--- src/rtl/rgbpal_pkg.sv ---
package rgbpal_pkg;

   localparam int PALETTE_SIZE = 256;
   localparam int COUNT_W      = $clog2(PALETTE_SIZE + 1);
   localparam int CHAN_W       = 8;
   localparam int COLOR_W      = 15;
   localparam int INDEX_W      = 8;
   localparam int FIELD_W      = 5;

   typedef logic [COUNT_W-1:0] count_type;
   typedef logic [COLOR_W-1:0] color_type;
   typedef logic [INDEX_W-1:0] index_type;

   typedef struct packed {
      logic      busy;
      color_type color;
      logic      resolved;
      logic      added;
      index_type index;
   } token_type;

   function automatic color_type pack555(input logic [CHAN_W-1:0] red,
                                         input logic [CHAN_W-1:0] green,
                                         input logic [CHAN_W-1:0] blue);
      pack555 = {blue[CHAN_W-1 -: FIELD_W], green[CHAN_W-1 -: FIELD_W],
                 red[CHAN_W-1 -: FIELD_W]};
   endfunction

endpackage

--- src/rtl/rgbpal_cell.sv ---
module rgbpal_cell (
   input  logic                 clock,
   input  logic                 reset,
   input  logic                 advance,
   input  rgbpal_pkg::count_type palette_count,
   input  rgbpal_pkg::count_type cell_index,
   input  rgbpal_pkg::token_type prev_tok,
   output rgbpal_pkg::token_type next_tok
);
   import rgbpal_pkg::*;

   color_type entry_ff;
   token_type tok_ff;
   token_type tok_in;
   logic      write_en;

   always_comb begin
      tok_in   = prev_tok;
      write_en = 1'b0;
      if (prev_tok.busy && !prev_tok.resolved) begin
         if (cell_index == palette_count) begin
            // first free slot: append the color here
            write_en        = 1'b1;
            tok_in.resolved = 1'b1;
            tok_in.added    = 1'b1;
            tok_in.index    = INDEX_W'(cell_index);
         end else if (entry_ff == prev_tok.color) begin
            tok_in.resolved = 1'b1;
            tok_in.index    = INDEX_W'(cell_index);
         end
      end
   end

   always_ff @(posedge clock) begin
      if (reset) begin
         tok_ff <= '0;
      end else if (advance) begin
         tok_ff <= tok_in;
      end
   end

   always_ff @(posedge clock) begin
      if (advance && write_en) begin
         entry_ff <= prev_tok.color;
      end
   end

   assign next_tok = tok_ff;

endmodule

--- config.mk ---
export PLATFORM = sky130hd
export DESIGN_NAME = rgbpal_cell
export DESIGN_NICKNAME = d
export VERILOG_FILES = /design/src/rtl/rgbpal_pkg.sv /design/src/rtl/rgbpal_cell.sv
export SDC_FILE = /design/constraint.sdc
export NUM_CORES = 1
export LEC_CHECK = 0
export ABC_AREA = 1
export BUFFER_PORTS_ARGS = -buffer_cell sky130_fd_sc_hd__buf_2
export CAP_MARGIN = 20
export CORE_ASPECT_RATIO = 0.5
export CORE_MARGIN = 2
export CORE_UTILIZATION = 45
export DETAILED_ROUTE_END_ITERATION = 7
export PLACE_DENSITY = 0.74
export SLEW_MARGIN = 10
export SYNTH_ARGS = -nofsm -noshare
export SYNTH_HDL_FRONTEND = slang
export SYNTH_SLANG_ARGS = --single-unit
--- constraint.sdc ---
create_clock -name clock -period 4.32 [get_ports clock]
set_input_delay 0.864 -clock clock [delete_from_list [all_inputs] [get_ports clock]]
set_output_delay 0.864 -clock clock [all_outputs]
set_load 0.02 [all_outputs]
# Word-level counts from Yosys, hierarchy flattened
# Cells that the tools add are included.
[totals] regBits=41 in_bits=47 output_inout_bits=26 elab_cells=19
[op_classes] n_eq_ne=2 muxes=8 n_reduce_logical=3
[op_table] cell="$mux W8" count=2
[op_table] cell="$eq A15 B15 Y1" count=1
[op_table] cell="$mux W10" count=1
[op_table] cell="$eq A9 B9 Y1" count=1
[op_table] cell="$mux W1" count=5
[op_table] cell="$logic_and A1 B1 Y1" count=2
[op_table] cell="$logic_not A1 Y1" count=1

# Logic depth before layout (Yosys ltp)
[logic_depth] ltp_word=4 ltp_mapped=11 depth_no_buf=11

# Worst setup path before layout
# OpenSTA, ideal clock, no wires.
[synth_path] path_kind="input-to-reg" start="input port prev_tok[25] in the netlist's numbering" end="register entry_ff[0] (enable)" setup_ns=0.386 arrival_time_ns=2.083 required_time_ns=3.934 setup_slack_ns=1.850 cell_stages=7 path_buffers=1 cell_sequence="inv_1 nor2_2 nand3_1 nor2_1 nand3_1 buf_4 nor2_1"
[synth_via] elab_chain_len=3
[synth_lines] item="start: declaration" line_no="rgbpal_cell.sv:7" source="input rgbpal_pkg::token_type prev_tok,"
[synth_lines] item="$logic_and A1 B1 Y1" line_no="rgbpal_cell.sv:20" source="if (prev_tok.busy && !prev_tok.resolved) begin"
[synth_lines] item="$mux W1" line_no="rgbpal_cell.sv:20"
[synth_lines] item="$logic_and A1 B1 Y1" line_no="rgbpal_cell.sv:43" source="if (advance && write_en) begin"
[synth_lines] item="end signal: assignment" line_no="rgbpal_cell.sv:44" source="entry_ff <= prev_tok.color;"
[synth_lines] item="end: declaration" line_no="rgbpal_cell.sv:12" source="color_type entry_ff;"
# Every way passes these cells.
# A chain may end at the register's enable or synchronous reset.

# Worst setup path in the final report
[layout_path] start="input port advance" end="register entry_ff[10] (enable)"
[layout_via] elab_chain_len=1
[layout_lines] item="start: declaration" line_no="rgbpal_cell.sv:4" source="input logic advance,"
[layout_lines] item="$logic_and A1 B1 Y1" line_no="rgbpal_cell.sv:43"
# Every way passes these cells.

==> key figures <==
Status
  • Status: finished clean

Power
  • Leakage: 0.00135 uW
  • Power density cells: 332 nW/um2
  • Peak VDD IR: 0.000132 V

Clock network
  • Resized cells post-CTS: 0
  • Root Buffer: clkbuf_8
  • Hold buffer count at cts: 0
  • # Post-CTS Setup Buffers: 0
  • CTS Buffer Depth: 2
  • Worst skew pair latency: 0.29 ns
  • CTS tree: yes
  • H-tree levels: 2
  • Clock Sinks: 41
  • Clock slew at reported path FFs: 0.08 ns
  • TritonCTS buffer count: 5

Die
  • Starting Density: 48.4%
  • Core Area: 4020 um2
  • Die X: 97.0 um
  • Die area: 4900 um2
  • Row count: 16
  • Die Height: 50.5 um
  • Ports: 73

Global route
  • Largest net degree at the start of global routing: 42
  • Vias in the first global route: 1,745
  • First-pass GRT wire length: 7290 um
  • Initial antenna violation count: 0
  • GRT overflow: 0
  • Total track usage: 18.4%

STA
  • Final min period: 2.19 ns
  • Final Hold Vio Count: 0
  • Max Clock Freq: 0.457 GHz
  • Final TNS setup: 0 ns
  • Slew margin rel.: 57.1%
  • Final period utilization: 50.6%
  • Max Transition Viols Final: 0
  • Setup violators final: 0
  • Worst Tran Pin Value: 0.643 ns
  • Final Skew: 0.00407 ns
  • RSZ-0062 raised after global routing: no

Synthesis
  • Post-synthesis sequential area ratio: 49.9%
  • Seq cells post-synth: 41
  • Syn_area_per_cell: 7.21 um2
  • Synthesized area: 1950 um2
  • Synth warn: 0
  • Unique masters post-synth: 17
  • Syn nets: 317
  • Synthesized instance count: 270

Worst hold path
  • Worst hold-check path type: flip-flop to flip-flop
  • Hold path depth: 2

Placement
  • GPL Wtd Cong: 0.761
  • Post-DP HPWL: 3270 um
  • IO Port Bufs: 72

Drt
  • Detail Route Antenna Nets: 0
  • WL final: 4390 um
  • First DRT Iteration DRCs: 61
  • Wirelength per Cell: 11.0 um
  • Routed vias: 1,856
  • DR DRC count: 0
  • Via/cell ratio: 4.68
  • Pre-Repair DR Iteration Count: 4

Worst setup path
  • WP data arrival: 2.17 ns
  • R2r worst-path depth: 10
  • CP Max Fanout: 41
  • Startpoint class of the critical path: primary input
  • WS Path Type: primary input to flip-flop
  • CP endpoint kind: flip-flop
  • R2r setup slk: 2.76 ns
  • Critical Path RT: 4.30 ns

Finish
  • Multi-input combinational cell area: 733 um2
  • Sequential cell area: 971 um2
  • Final layout net count: 389
  • Layout cells sized above 1: 24.5%
  • Most common cell after layout, fill and taps aside: nand2_1
  • Most frequent cells in the layout: 76 x nand2_1, 72 x buf_2, 53 x inv_1
  • Fin util: 60.6%
  • Fill cell count: 405
  • Layout area overhead: 25.4%
  • Ant diodes: 0

Flow run
  • Max-cap violation count: 0
worst max-delay path, cell delays in order:
cell and delay (ns):
buf_2 0.50, inv_1 0.36, nor2_1 0.17, buf_4 0.26
logic make-up after synthesis:
kind of cell | synth area share, %
xor gates and xnor gates | 1.35
DFF | 49.9
buffers and inverters | 12.4
and+or+nand+nor | 25.1
AOI/OAI and AO/OA | 11.3
routing by layer:
metal / vias to the layer above / part of all wire [%] / GRT usage (%)
li1: 974 / - / -
met1: 830 / 47 / 21.5
met2: 47 / 47 / 34.1
met3: 5 / 5.5 / 4.74
met4: 0 / 0.98 / 4.93
met5: - / 0 / 0
final cells by class:
| cell class | count | area share [%] |
|---|---|---|
| clock buffer | 7 | 3.95 |
| inverter | 53 | 8.15 |
| tap | 54 | 2.77 |
| timing repair buffer | 73 | 15.1 |
| clock inverter | 1 | 0.205 |
| sequential | 41 | 39.8 |
| multi-input combinational | 168 | 30.1 |
metrics by stage:
step / hold slack [ns] / area [um2] / cells / setup WS [ns] / total power (uW)
6_report: 0.471 / 2440 / 397 / 2.13 / 811
5_1_grt: 0.490 / 2440 / 397 / 1.99 / 849
4_1_cts: 0.468 / 2440 / 397 / 2.16 / 817
3_5_place_dp: 0.457 / 2340 / 389 / 1.86 / 549
3_3_place_gp: 0.456 / 2340 / 389 / 1.91 / 545
2_1_floorplan: 0.540 / 1950 / 270 / 1.85 / 499
Yosys cell counts:
cell      number  area share, %
o21ai_0       18            4.6
nand3_1       18            4.6
nand2_1       76             15
buf_2          1           0.26
dfxtp_1       26             27
clkbuf_1       4           0.77
buf_4          2           0.77
edfxtp_1      15             23
clkbuf_4       1           0.39
xnor2_1        3            1.4
o22ai_1        1           0.32
nor2_2         1           0.32
inv_1         53             10
o31ai_1        1           0.39
nor2_1        25            4.8
a21oi_1       23            5.9
nand2_2        2           0.64
sequential cells by signal (all words and copies together) (netlist names):
name and cells:
next_tok 26, entry_ff 15
path summary, 6_finish.rpt:
check	start	end
max reg2reg	entry_ff[14]	next_tok[0]
max	advance	entry_ff[10]
min reg2reg	next_tok[0]	next_tok[0]
min	next_tok[0]	next_tok[0]
power by group:
group / leakage [uW] / total, uW / switching [uW] / internal (uW)
combinational: 0.000941 / 117 / 71.3 / 45.7
sequential: 0.000350 / 422 / 7.14 / 415
clock: 0.0000542 / 271 / 127 / 144
(Power assumes the default switching activity.)
